[src/rtl/core/ricache_pkg.sv]
// ----------------------------------------------------------------------------
// ricache_pkg
// Shared types and constants for the reference-counted inode cache table:
// request and result beats, operation and status codes, controller states and
// the command and status groups between controller and datapath.
// ----------------------------------------------------------------------------
package ricache_pkg;

    localparam int ENTRIES_DEF  = 64;
    localparam int REF_BITS_DEF = 8;
    localparam int SLOT_W       = 6;
    localparam int DEVICE_W     = 8;
    localparam int OBJECT_W     = 16;
    localparam int LINKS_W      = 16;
    localparam int KEY_W        = DEVICE_W + OBJECT_W;

    typedef enum logic [1:0] {
        KIND_GET    = 2'd0,
        KIND_DUP    = 2'd1,
        KIND_PUT    = 2'd2,
        KIND_LOADED = 2'd3
    } kind_t;

    typedef enum logic [1:0] {
        ST_OK       = 2'd0,
        ST_FULL     = 2'd1,
        ST_UNREF    = 2'd2,
        ST_OVERFLOW = 2'd3
    } status_t;

    typedef struct packed {
        kind_t                kind;
        logic [DEVICE_W-1:0]  device;
        logic [OBJECT_W-1:0]  object_number;
        logic [SLOT_W-1:0]    slot;
        logic [LINKS_W-1:0]   link_count;
    } req_t;

    typedef struct packed {
        logic [SLOT_W-1:0] entry_index;
        logic              hit;
        logic              needs_load;
        logic              release_object;
        status_t           status;
    } rsp_t;

    typedef enum logic [2:0] {
        S_CLEAR,
        S_IDLE,
        S_SCAN,
        S_GET_DONE,
        S_SLOT
    } fsm_state_t;

    typedef struct packed {
        logic clear_wr;
        logic accept;
        logic scan;
        logic get_exec;
        logic slot_exec;
    } dp_cmd_t;

    typedef struct packed {
        logic clear_last;
        logic scan_done;
        logic req_get;
    } dp_sts_t;

endpackage

[src/rtl/core/refcounted_inode_cache_table_unit.sv]
// ----------------------------------------------------------------------------
// refcounted_inode_cache_table_unit
// Reference-counted table of cached file-object entries: get by key, dup,
// put and mark-loaded, with saturating counts and release signalling.
//
//  channel   | direction | handshake                     | beat
//  ----------+-----------+-------------------------------+---------
//  request   | in        | start high while busy is low  | req_t
//  result    | out       | result_valid, one cycle       | rsp_t
//
//  dup, put and loaded: accept, then the execute step, after which the next
//  accept can follow; result strobed in the cycle after the execute step.
//  get: one entry per cycle through the state and key memories; the scan
//  stops at the first match or after the last entry, then the execute step.
//  reset: a clearing pass over all entries zeroes counts and loaded flags,
//  busy stays high throughout.
//  the receiver cannot stall: each result is on the port for one cycle only.
// ----------------------------------------------------------------------------
module refcounted_inode_cache_table_unit
    import ricache_pkg::*;
#(
    parameter int ENTRIES  = ENTRIES_DEF,
    parameter int REF_BITS = REF_BITS_DEF
) (
    input  logic clk,
    input  logic rst_n,
    input  logic start,
    input  req_t request,
    output logic busy,
    output logic result_valid,
    output rsp_t result
);

    dp_cmd_t cmd;
    dp_sts_t sts;

    ricache_ctrl u_ctrl (
        .clk   (clk),
        .rst_n (rst_n),
        .start (start),
        .sts   (sts),
        .busy  (busy),
        .cmd   (cmd)
    );

    ricache_dp #(
        .ENTRIES  (ENTRIES),
        .REF_BITS (REF_BITS)
    ) u_dp (
        .clk          (clk),
        .rst_n        (rst_n),
        .request      (request),
        .cmd          (cmd),
        .sts          (sts),
        .result_valid (result_valid),
        .result       (result)
    );

endmodule

[src/rtl/core/ricache_ram.sv]
// ----------------------------------------------------------------------------
// ricache_ram
// Generic single write port, single read port memory with registered read.
// ----------------------------------------------------------------------------
module ricache_ram #(
    parameter int WIDTH = 8,
    parameter int DEPTH = 64
) (
    input  logic                     clk,
    input  logic                     we,
    input  logic [$clog2(DEPTH)-1:0] waddr,
    input  logic [WIDTH-1:0]         wdata,
    input  logic [$clog2(DEPTH)-1:0] raddr,
    output logic [WIDTH-1:0]         rdata
);

    logic [WIDTH-1:0] mem [DEPTH];
    logic [WIDTH-1:0] rdata_reg;

    always_ff @(posedge clk)
    begin
        if (we)
        begin
            mem[waddr] <= wdata;
        end
        rdata_reg <= mem[raddr];
    end

    assign rdata = rdata_reg;

endmodule

[src/rtl/core/ricache_ctrl.sv]
// ----------------------------------------------------------------------------
// ricache_ctrl
// Sequencer for the cache table: clearing pass after reset, request accept,
// key scan for get, and the single execute step of each request.
// ----------------------------------------------------------------------------
module ricache_ctrl
    import ricache_pkg::*;
(
    input  logic    clk,
    input  logic    rst_n,
    input  logic    start,
    input  dp_sts_t sts,
    output logic    busy,
    output dp_cmd_t cmd
);

    fsm_state_t state_reg;
    fsm_state_t state_next;

    always_ff @(posedge clk or negedge rst_n)
    begin
        if (!rst_n)
        begin
            state_reg <= S_CLEAR;
        end
        else
        begin
            state_reg <= state_next;
        end
    end

    always_comb
    begin
        state_next = state_reg;
        unique case (state_reg)
            S_CLEAR:
            begin
                if (sts.clear_last)
                begin
                    state_next = S_IDLE;
                end
            end
            S_IDLE:
            begin
                if (start)
                begin
                    state_next = sts.req_get ? S_SCAN : S_SLOT;
                end
            end
            S_SCAN:
            begin
                if (sts.scan_done)
                begin
                    state_next = S_GET_DONE;
                end
            end
            S_GET_DONE:
            begin
                state_next = S_IDLE;
            end
            S_SLOT:
            begin
                state_next = S_IDLE;
            end
            default:
            begin
                state_next = S_IDLE;
            end
        endcase
    end

    always_comb
    begin
        busy          = (state_reg != S_IDLE);
        cmd.clear_wr  = (state_reg == S_CLEAR);
        cmd.accept    = (state_reg == S_IDLE) && start;
        cmd.scan      = (state_reg == S_SCAN);
        cmd.get_exec  = (state_reg == S_GET_DONE);
        cmd.slot_exec = (state_reg == S_SLOT);
    end

endmodule

[src/rtl/core/ricache_dp.sv]
// ----------------------------------------------------------------------------
// ricache_dp
// Datapath of the cache table: key, link and count memories, scan pointer,
// hit and first-free capture, entry update and the result register.
// ----------------------------------------------------------------------------
module ricache_dp
    import ricache_pkg::*;
#(
    parameter int ENTRIES  = ENTRIES_DEF,
    parameter int REF_BITS = REF_BITS_DEF
) (
    input  logic    clk,
    input  logic    rst_n,
    input  req_t    request,
    input  dp_cmd_t cmd,
    output dp_sts_t sts,
    output logic    result_valid,
    output rsp_t    result
);

    localparam int                AW      = $clog2(ENTRIES);
    localparam logic [AW-1:0]     LAST    = AW'(ENTRIES - 1);
    localparam logic [REF_BITS-1:0] REF_MAX = {REF_BITS{1'b1}};
    localparam int                SW      = REF_BITS + 1;

    // request and scan control
    req_t                req_reg;
    logic [AW-1:0]       cnt_reg;
    logic [AW-1:0]       cnt_next;
    logic                rd_vld_reg;
    logic [AW-1:0]       rd_idx_reg;

    // scan capture
    logic                found_reg;
    logic                found_next;
    logic [AW-1:0]       found_idx_reg;
    logic [REF_BITS-1:0] found_refs_reg;
    logic                found_loaded_reg;
    logic                free_vld_reg;
    logic                free_vld_next;
    logic [AW-1:0]       free_idx_reg;

    // result
    logic                res_vld_reg;
    logic                res_vld_next;
    rsp_t                res_reg;
    rsp_t                res_next;

    // memory ports
    logic [AW-1:0]       rd_addr;
    logic                st_we;
    logic [AW-1:0]       st_waddr;
    logic [SW-1:0]       st_wdata;
    logic [SW-1:0]       st_rdata;
    logic                key_we;
    logic [KEY_W-1:0]    key_rdata;
    logic                lk_we;
    logic [LINKS_W-1:0]  lk_rdata;

    logic [REF_BITS-1:0] rd_refs;
    logic                rd_loaded;
    logic                eval;
    logic                match;
    logic [AW-1:0]       slot_addr;
    logic                slot_in_range;
    logic                unref;
    logic                sat;
    logic                found_sat;
    logic                rel;

    assign rd_refs       = st_rdata[REF_BITS:1];
    assign rd_loaded     = st_rdata[0];
    assign eval          = cmd.scan && rd_vld_reg;
    assign match         = (rd_refs != '0) &&
                           (key_rdata == {req_reg.device, req_reg.object_number});
    assign slot_addr     = AW'(req_reg.slot);
    assign slot_in_range = (32'(req_reg.slot) < ENTRIES);
    assign unref         = !slot_in_range || (rd_refs == '0);
    assign sat           = (rd_refs == REF_MAX);
    assign found_sat     = (found_refs_reg == REF_MAX);
    assign rel           = (rd_refs == REF_BITS'(1)) && rd_loaded && (lk_rdata == '0);
    assign rd_addr       = cmd.accept ? AW'(request.slot) : cnt_reg;

    assign sts.clear_last = (cnt_reg == LAST);
    assign sts.scan_done  = eval && (match || (rd_idx_reg == LAST));
    assign sts.req_get    = (request.kind == KIND_GET);

    ricache_ram #(
        .WIDTH (SW),
        .DEPTH (ENTRIES)
    ) u_state_ram (
        .clk   (clk),
        .we    (st_we),
        .waddr (st_waddr),
        .wdata (st_wdata),
        .raddr (rd_addr),
        .rdata (st_rdata)
    );

    ricache_ram #(
        .WIDTH (KEY_W),
        .DEPTH (ENTRIES)
    ) u_key_ram (
        .clk   (clk),
        .we    (key_we),
        .waddr (free_idx_reg),
        .wdata ({req_reg.device, req_reg.object_number}),
        .raddr (rd_addr),
        .rdata (key_rdata)
    );

    ricache_ram #(
        .WIDTH (LINKS_W),
        .DEPTH (ENTRIES)
    ) u_links_ram (
        .clk   (clk),
        .we    (lk_we),
        .waddr (slot_addr),
        .wdata (req_reg.link_count),
        .raddr (rd_addr),
        .rdata (lk_rdata)
    );

    // pointer and capture flags
    always_comb
    begin
        cnt_next      = cnt_reg;
        found_next    = found_reg;
        free_vld_next = free_vld_reg;
        if (cmd.accept)
        begin
            cnt_next      = '0;
            found_next    = 1'b0;
            free_vld_next = 1'b0;
        end
        else
        begin
            if ((cmd.clear_wr || cmd.scan) && (cnt_reg != LAST))
            begin
                cnt_next = cnt_reg + AW'(1);
            end
            if (eval && match)
            begin
                found_next = 1'b1;
            end
            if (eval && (rd_refs == '0) && !free_vld_reg)
            begin
                free_vld_next = 1'b1;
            end
        end
    end

    // memory writes and result
    always_comb
    begin
        st_we        = 1'b0;
        st_waddr     = cnt_reg;
        st_wdata     = '0;
        key_we       = 1'b0;
        lk_we        = 1'b0;
        res_vld_next = cmd.get_exec || cmd.slot_exec;
        res_next     = res_reg;

        if (cmd.clear_wr)
        begin
            st_we = 1'b1;
        end

        if (cmd.get_exec)
        begin
            res_next.hit            = 1'b0;
            res_next.release_object = 1'b0;
            priority if (found_reg)
            begin
                st_we    = 1'b1;
                st_waddr = found_idx_reg;
                st_wdata = {found_sat ? found_refs_reg : found_refs_reg + REF_BITS'(1),
                            found_loaded_reg};
                res_next.entry_index = SLOT_W'(found_idx_reg);
                res_next.hit         = 1'b1;
                res_next.needs_load  = !found_loaded_reg;
                res_next.status      = found_sat ? ST_OVERFLOW : ST_OK;
            end
            else if (free_vld_reg)
            begin
                st_we    = 1'b1;
                st_waddr = free_idx_reg;
                st_wdata = {REF_BITS'(1), 1'b0};
                key_we   = 1'b1;
                res_next.entry_index = SLOT_W'(free_idx_reg);
                res_next.needs_load  = 1'b1;
                res_next.status      = ST_OK;
            end
            else
            begin
                res_next.entry_index = '0;
                res_next.needs_load  = 1'b0;
                res_next.status      = ST_FULL;
            end
        end

        if (cmd.slot_exec)
        begin
            res_next.entry_index    = req_reg.slot;
            res_next.hit            = 1'b0;
            res_next.needs_load     = 1'b0;
            res_next.release_object = 1'b0;
            res_next.status         = ST_OK;
            st_waddr                = slot_addr;
            if (unref)
            begin
                res_next.status = ST_UNREF;
            end
            else
            begin
                st_we = 1'b1;
                unique case (req_reg.kind)
                    KIND_GET, KIND_DUP:
                    begin
                        st_wdata            = {sat ? rd_refs : rd_refs + REF_BITS'(1),
                                               rd_loaded};
                        res_next.needs_load = !rd_loaded;
                        res_next.status     = sat ? ST_OVERFLOW : ST_OK;
                    end
                    KIND_PUT:
                    begin
                        st_wdata                = {rd_refs - REF_BITS'(1),
                                                   rd_loaded && !rel};
                        res_next.release_object = rel;
                    end
                    KIND_LOADED:
                    begin
                        st_wdata = {rd_refs, 1'b1};
                        lk_we    = 1'b1;
                    end
                endcase
            end
        end
    end

    always_ff @(posedge clk or negedge rst_n)
    begin
        if (!rst_n)
        begin
            cnt_reg      <= '0;
            rd_vld_reg   <= 1'b0;
            found_reg    <= 1'b0;
            free_vld_reg <= 1'b0;
            res_vld_reg  <= 1'b0;
        end
        else
        begin
            cnt_reg      <= cnt_next;
            rd_vld_reg   <= cmd.scan;
            found_reg    <= found_next;
            free_vld_reg <= free_vld_next;
            res_vld_reg  <= res_vld_next;
        end
    end

    always_ff @(posedge clk)
    begin
        rd_idx_reg <= cnt_reg;
        res_reg    <= res_next;
        if (cmd.accept)
        begin
            req_reg <= request;
        end
        if (eval && match && !found_reg)
        begin
            found_idx_reg    <= rd_idx_reg;
            found_refs_reg   <= rd_refs;
            found_loaded_reg <= rd_loaded;
        end
        if (eval && (rd_refs == '0) && !free_vld_reg)
        begin
            free_idx_reg <= rd_idx_reg;
        end
    end

    assign result_valid = res_vld_reg;
    assign result       = res_reg;

`ifndef SYNTHESIS
    a_full_fields: assert property (@(posedge clk) disable iff (!rst_n)
        (result_valid && (result.status == ST_FULL)) |->
        ((result.entry_index == '0) && !result.hit && !result.needs_load))
        else $error("table full result carries entry fields");

    a_release_put_only: assert property (@(posedge clk) disable iff (!rst_n)
        (result_valid && result.release_object) |->
        ((result.status == ST_OK) && !result.hit && !result.needs_load))
        else $error("release flagged on a non-put result");

    a_hit_from_scan: assert property (@(posedge clk) disable iff (!rst_n)
        (result_valid && result.hit) |-> ($past(cmd.get_exec) && $past(found_reg)))
        else $error("hit reported without a scan match");

    a_scan_stops_on_hit: assert property (@(posedge clk) disable iff (!rst_n)
        cmd.scan |-> !found_reg)
        else $error("scan continued past a match");
`endif

endmodule

[config.mk]
export PLATFORM = sky130hd
export DESIGN_NAME = refcounted_inode_cache_table_unit
export DESIGN_NICKNAME = d
export VERILOG_FILES = /design/src/rtl/core/ricache_pkg.sv /design/src/rtl/core/refcounted_inode_cache_table_unit.sv /design/src/rtl/core/ricache_ram.sv /design/src/rtl/core/ricache_ctrl.sv /design/src/rtl/core/ricache_dp.sv
export SDC_FILE = /design/constraint.sdc
export NUM_CORES = 2
export LEC_CHECK = 0
export ABC_AREA = 1
export BUFFER_PORTS_ARGS = -buffer_cell sky130_fd_sc_hd__buf_2
export CORE_UTILIZATION = 60
export DETAILED_ROUTE_END_ITERATION = 6
export PLACE_DENSITY_LB_ADDON = 0.05
export SLEW_MARGIN = 25
export SYNTH_ARGS = -nofsm -noshare
export SYNTH_HDL_FRONTEND = slang
export SYNTH_SLANG_ARGS = --single-unit
[constraint.sdc]
create_clock -name clk -period 10.46 [get_ports clk]
set_clock_uncertainty 0.2 [all_clocks]
set_input_delay 0.523 -clock clk [delete_from_list [all_inputs] [get_ports clk]]
set_output_delay 0.523 -clock clk [all_outputs]
set_load 0.03 [all_outputs]
# == Yosys cells after proc, flatten, opt, wreduce, memory -nomap -nowiden ==
# Memories as Yosys holds them, arrays and structs flattened. A register that Yosys moved wholly into a read port is not among the register bits.
# Index checks and enable logic that the tools add are counted.
# word_totals
elab_cells,135
n_memories,3
reg_bits,99
mem_bits_rw,3136
# memory_table
name,depth,word_bits,rd,rd_clocked_by_memory_dff,wr,line_no,text
u_dp.u_key_ram.mem,64,24,1,1,1,ricache_ram.sv:17,logic [WIDTH-1:0] mem [DEPTH];
u_dp.u_links_ram.mem,64,16,1,1,1,ricache_ram.sv:17,
u_dp.u_state_ram.mem,64,9,1,1,1,ricache_ram.sv:17,
# op_classes
eq_ne,18
n_reduce_logical,32
muxes,57
addsub,4
# ops
op,n
6-bit 2-to-1 mux,9
9-bit 2-to-1 mux,4
1-bit 2-to-1 mux,27
9-bit case mux with 3 select lines,1
24-bit equality test,1
11-bit 2-to-1 mux,2
"8-bit by 1-bit adder with 8-bit output, second input constant",2
"8-bit equality test, second input constant",2
16-bit logical NOT,1
8-bit 2-to-1 mux,2
2-bit 2-to-1 mux,7
"6-bit equality test, second input constant",2
1-bit logical AND,12
3-bit 2-to-1 mux,4
3-bit case mux with 3 select lines,1
"8-bit by 1-bit equality test with 1-bit output, second input constant",1
8-bit logical NOT,1
2-bit nonzero test,4
8-bit nonzero test,1
"8-bit by 1-bit subtractor with 8-bit output, second input constant",1
"6-bit by 1-bit adder with 6-bit output, second input constant",1
"3-bit by 2-bit equality test with 1-bit output, second input constant",2
"2-bit != test, second input constant",3
"6-bit != test, second input constant",1
11 further kinds,19

# == Depth between registers and ports, before layout ==
# logic_depth
word_depth,9
depth_mapped,15
ltp_nobuf,13

# == By module ==
# A second synthesis with hierarchy kept.
# unflattened
hier_cells,11319
area_unflattened_um2,133675.7
# by_module_without_submodules
module,instances,area_each_um2,seq_area_each_um2,cells_per_inst
ricache_ram (u_dp.u_key_ram),1,62755.2,46604.7,5230
ricache_ram (u_dp.u_links_ram),1,42099.1,31069.8,3517
ricache_ram (u_dp.u_state_ram),1,23799.1,17476.8,2016
ricache_dp,1,4819.6,2762.6,527
ricache_ctrl,1,202.7,75.1,29

# == Worst setup path after synthesis ==
# OpenSTA, ideal clock, no wires.
# synth_timing
path_kind,reg2reg
start,"reg u_dp.u_state_ram.rdata_reg[1] (netlist: u_dp.u_state_ram.rdata[1]), read port of u_dp.u_state_ram.mem"
end,"mem u_dp.u_state_ram.mem[0][4] (netlist name), data pin"
setup_ps,701
arrival_time_ps,3805
path_stages_with_launch,9
n_path_buf,0
slack_ps,5753
cell_sequence,dfxtp_1 ha_1 nand2_1 nor4_1 nor2_1 nand2_1 o21ai_0 xnor2_1 o21ai_0
# synth_between
elab_chain_cells,5
elab_cells_between_ends,8
cone_classes,add/sub: 2; eq/ne: 1; mux: 4; reduce/logical: 1
# synth_rtl
item,line_no,text
start: declaration,ricache_ram.sv:18,logic [WIDTH-1:0] rdata_reg;
8-bit by 1-bit adder with 8-bit output / 8-bit equality test (equally long branches),"ricache_dp.sv:220, ricache_dp.sv:79",
8-bit 2-to-1 mux,ricache_dp.sv:220,"st_wdata = {sat ? rd_refs : rd_refs + REF_BITS'(1),"
9-bit case mux with 3 select lines,ricache_dp.sv:217,unique case (req_reg.kind)
9-bit 2-to-1 mux (*),ricache_dp.sv:210,if (unref)
9-bit 2-to-1 mux (*),ricache_dp.sv:202,if (cmd.slot_exec)
via u_dp.st_wdata[4],ricache_dp.sv:53,logic [SW-1:0] st_wdata;
end: declaration,ricache_ram.sv:17,
# Mark *: on every way through the listed nets, which the timed path passes. The rest lies on a longest branch.

# == Final worst setup path ==
# layout_timing
start,reg u_ctrl.state_reg[0]
end,"reg u_dp.u_key_ram.rdata_reg[9] (netlist: u_dp.u_key_ram.rdata[9]), read port of u_dp.u_key_ram.mem"
# layout_between
elab_chain_cells,3
# layout_rtl
item,line_no,text
start: declaration,ricache_ctrl.sv:17,fsm_state_t state_reg;
start signal: assignment,ricache_ctrl.sv:28,state_reg <= state_next;
3-bit by 1-bit equality test with 1-bit output,ricache_ctrl.sv:76,cmd.accept = (state_reg == S_IDLE) && start;
1-bit logical AND,ricache_ctrl.sv:76,
6-bit 2-to-1 mux,ricache_dp.sv:82,assign rd_addr = cmd.accept ? AW'(request.slot) : cnt_reg;
end: declaration,ricache_ram.sv:18,
# No other way between the ends.
# A chain may end at the register's enable or synchronous reset.

==> summary.txt <==
Cells and area
  • Top Registers: u_dp.u_key_ram.mem: 1536 flops, u_dp.u_links_ram.mem: 1024 flops, u_dp.u_state_ram.mem: 576 flops
  • Register with the most flip-flops: u_dp.u_key_ram.mem
  • Number of flip-flops in the largest register: 1536
  • Net count reported at finish: 13940
  • Number of filler instances in the final layout: 17898
  • Post-route design area: 158000 µm²
  • Relative area change from synthesis to final layout: 10.9%
  • Proportion of layout cells with a drive suffix above 1: 0.0650

Timing
  • Total negative setup slack: 0 ns
  • Final Setup Violations: 0
  • Hold Fails Final Rpt: 0
  • Tcrit/Tclk final: 0.584
  • Hold slack final: 0.0600 ns
  • Max frequency: 0.164 GHz
  • Setup repair after global routing missed its margin: false
  • Slew at the pin closest to its max-slew limit: 1.16 ns
  • Final number of max-transition violations: 0
  • Minimum clock period: 6.11 ns
  • Relative slew slack: 0.227
  • Worst setup margin: 4.35 ns

Global routing
  • Antenna violations before repair: 12
  • Maximum number of pins on one net before global-route repair: 213
  • Total overflow reported by the global router: 0
  • GRT Util Overall: 0.339
  • Global-route wire length before repair: 596 mm
  • Number of global-route vias before repair: 92354

Yosys
  • Share of the yosys chip area belonging to registers: 0.688
  • Leading area contributor after synthesis: sky130_fd_sc_hd__edfxtp_1
  • Share of the synthesized area in the top cell type: 0.678
  • Warnings, synthesis: 0
  • Share of synthesized registers carrying an async set or reset: 0.00396
  • Area contributors post-synth: sky130_fd_sc_hd__edfxtp_1 (68%), sky130_fd_sc_hd__nand3_1 (11%), sky130_fd_sc_hd__nand2_1 (8.9%), sky130_fd_sc_hd__inv_1 (7.8%), sky130_fd_sc_hd__buf_2 (1.1%)
  • Ys flop type: sky130_fd_sc_hd__edfxtp_1
  • Number of flops mapped to enable cells by yosys: 3215
  • Number of standard cells after synthesis: 13831
  • Netlist cell types: 45
  • Number of register bits inferred by synthesis: 3284
  • Post-synthesis instance area: 142000 µm²
  • Post-Syn Area per Cell: 10.3 µm²
  • Net count after synthesis: 13888

Power and ir drop
  • Max rail drop VDD: 0.483 mV
  • PwrDens: 266 nW/µm²
  • Reported net switching power: 16.1 mW
  • Switching fraction of total power: 0.384
  • Leakage power: 66.9 nW
  • Design internal power: 25.9 mW
  • Logic pwr share: 0.347
  • Clock network power share: 0.286
  • Sequential share of power: 0.368

Flow run
  • Number of violations of the max-capacitance limit: 0

Setup path
  • Logic depth of the worst register-to-register path: 14
  • Worst Setup Start Kind: flip-flop
  • Register-to-register setup slack: 4.35 ns
  • Capturing point of the worst reg2reg path: u_dp.u_key_ram.rdata[9]
  • Critical Path End: u_dp.u_key_ram.rdata[9]
  • Critical path endpoint category: flip-flop
  • Class of the most critical setup path: flip-flop to flip-flop
  • Endpoint arrival time on the critical path: 6.74 ns
  • Reg2Reg Launch Point: u_ctrl.state_reg[0]
  • Critical path peak fanout: 169
  • CP required: 11.09 ns
  • Launching instance or port of the critical path: u_ctrl.state_reg[0]

Clock network
  • Clock latency on the worst-skew pair: 0.97 ns
  • TritonCTS clock tree: done
  • TritonCTS Buffers: 349
  • CTS H-tree depth: 5
  • Clock root buffer master: sky130_fd_sc_hd__clkbuf_16
  • Clock-pin slew on the worst setup and hold paths: 0.06 ns
  • CTS Sinks: 3284
  • Post-CTS resize count: 0
  • Deepest clock path buffer count: 4

Floorplanning
  • Vert. Die Dim: 489 µm
  • Number of placed I/O pins: 64
  • Effective utilization at floorplan: 0.605
  • X dimension of the die: 489 µm
  • Cell row count: 178
  • Floorplan core area: 235000 µm²
  • Full die area: 239000 µm²

Detailed routing
  • Iter 0 DRT Violations: 11885
  • Total number of vias: 97949
  • Sum of routed wire length over all layers: 407 mm
  • Antenna violation net count after detailed routing: 0
  • Vias per cell: 5.66
  • Number of remaining DRC errors: 0
  • Average routed wire per standard cell: 23.5 µm
  • Pre-Repair DR Iteration Count: 6

Placement
  • Setup WS pre-CTS: 4.61 ns
  • Weighted congestion at the end of routability-driven global placement: 0.890
  • Final HPWL from detailed placement: 223 mm
  • Port Buffers: 63
  • Post-Place Cell Area: 146000 µm²

Outcome
  • Status: complete, no violations

Worst hold path
  • Tightest Hold Check Type: primary input to flip-flop
## placed cells by master, fill, tap and decap left out, drive strengths merged, types with 5 or more instances in the layout
cell type    instances
edfxtp            3215
xnor2                7
nor4                 8
nor2               246
or2                  7
nand2             3377
xor2                17
a21oi               16
diode                5
o21ai               34
bufinv              28
ha                   6
inv               2986
dfxtp               56
nand4               10
dfrtp               13
clkbuf             465
dlygate4sd3         51
nand3             3101
nor3                11
clkinv             113
buf                345
## synth_stat cells (2+ instances only)
master                     count
sky130_fd_sc_hd__or4_1         2
sky130_fd_sc_hd__buf_1        90
sky130_fd_sc_hd__inv_1      2975
sky130_fd_sc_hd__edfxtp_1   3215
sky130_fd_sc_hd__o211ai_1      4
sky130_fd_sc_hd__o221ai_1      2
sky130_fd_sc_hd__o21ai_0      29
sky130_fd_sc_hd__dfrtp_1      13
sky130_fd_sc_hd__dfxtp_1      56
sky130_fd_sc_hd__nand2_2       4
sky130_fd_sc_hd__inv_2         8
sky130_fd_sc_hd__clkbuf_1    296
sky130_fd_sc_hd__buf_4         2
sky130_fd_sc_hd__nor2_1      245
sky130_fd_sc_hd__nand3_1    3100
sky130_fd_sc_hd__a22oi_1       2
sky130_fd_sc_hd__o21a_1        2
sky130_fd_sc_hd__nor4_1        8
sky130_fd_sc_hd__nand3b_1      2
sky130_fd_sc_hd__or2_2         7
sky130_fd_sc_hd__ha_1          6
sky130_fd_sc_hd__o21ai_1       2
sky130_fd_sc_hd__a21oi_1      15
sky130_fd_sc_hd__nor3_1       11
sky130_fd_sc_hd__o21ai_2       3
sky130_fd_sc_hd__xor2_1       17
sky130_fd_sc_hd__xnor2_1       7
sky130_fd_sc_hd__buf_2       307
sky130_fd_sc_hd__nand4_1      10
sky130_fd_sc_hd__a31oi_1       3
sky130_fd_sc_hd__o22ai_1       2
sky130_fd_sc_hd__nand2_1    3373
## what timing repair did
item | 4_1_cts | 5_1_grt
hold buffers | 50 | 1
hold endpoints to repair | 78 | 13
buffers inserted | 0 | 0
## per-stage QoR
stage	power, mW	std cells	utilization
floorplan	24.8	13831	-
global placement	29.8	16625	0.621
detailed placement	29.9	16628	0.621
CTS	41.8	17291	0.670
global route	43.6	17298	0.670
finish	42.0	17300	0.670
## power by group through the flow
stage / combinational (mW) / sequential (mW) / clock [mW]
after floorplan: 8.97 / 15.8 / 0
after CTS: 14.3 / 15.4 / 12.1
after global placement: 14.1 / 15.7 / 0
after detailed placement: 14.2 / 15.7 / 0
final: 14.6 / 15.4 / 12.0
after global routing: 15.6 / 15.4 / 12.6
## routing by layer
metal / vias up / GRT usage / wire length (µm)
met4: 4 / 0.178 / 23400
met5: - / 0 / 25
met2: 5017 / 0.539 / 190000
met3: 910 / 0.0494 / 37300
li1: 44848 / - / -
met1: 47170 / 0.457 / 156000
## worst max-delay path: stages (launching register included)
cell	delay, ns
sky130_fd_sc_hd__dfrtp_1	0.41
sky130_fd_sc_hd__inv_2	0.07
sky130_fd_sc_hd__nor2_4	0.17
sky130_fd_sc_hd__nand4_1	0.66
sky130_fd_sc_hd__buf_4	0.56
sky130_fd_sc_hd__nand2_8	0.60
sky130_fd_sc_hd__buf_12	0.55
sky130_fd_sc_hd__buf_4	0.84
sky130_fd_sc_hd__nand2_1	0.11
sky130_fd_sc_hd__nand3_1	0.12
sky130_fd_sc_hd__nand3_1	0.09
sky130_fd_sc_hd__nand3_1	0.16
sky130_fd_sc_hd__nand3_1	0.31
sky130_fd_sc_hd__nand3_1	0.55
sky130_fd_sc_hd__nand2_1	0.12
## worst min-delay path by stage
stage,startpoint,end,cells past startpoint
6_report,request[27],u_dp.req_reg[27],2
5_1_grt,request[9],u_dp.req_reg[9],2
4_1_cts,request[4],u_dp.req_reg[4],2
3_5_place_dp,u_dp.cnt_reg[5],u_dp.rd_idx_reg[5],0
3_3_place_gp,u_dp.cnt_reg[5],u_dp.rd_idx_reg[5],0
2_1_floorplan,rst_n,u_ctrl.state_reg[0],0
## cell type report
cell class / count / area [µm²] / share of cell area
tap: 3150 / 3940 / 0.0250
timing repair buffer: 396 / 3270 / 0.0207
antenna: 5 / 12.5 / 0.0000793
clock inverter: 148 / 1420 / 0.00902
multi-input combinational: 6869 / 30500 / 0.193
inverter: 2983 / 11200 / 0.0711
clock buffer: 465 / 9480 / 0.0601
sequential: 3284 / 98000 / 0.621
## logic make-up after synthesis
kind of cell	synth area share
DFF	0.688
buffers and inverters	0.0998
and+or+nand+nor	0.207
xor gates and xnor gates	0.00148
adders and majority gates	0.000527
AOI/OAI and AO/OA	0.00314
(Power assumes the default switching activity.)
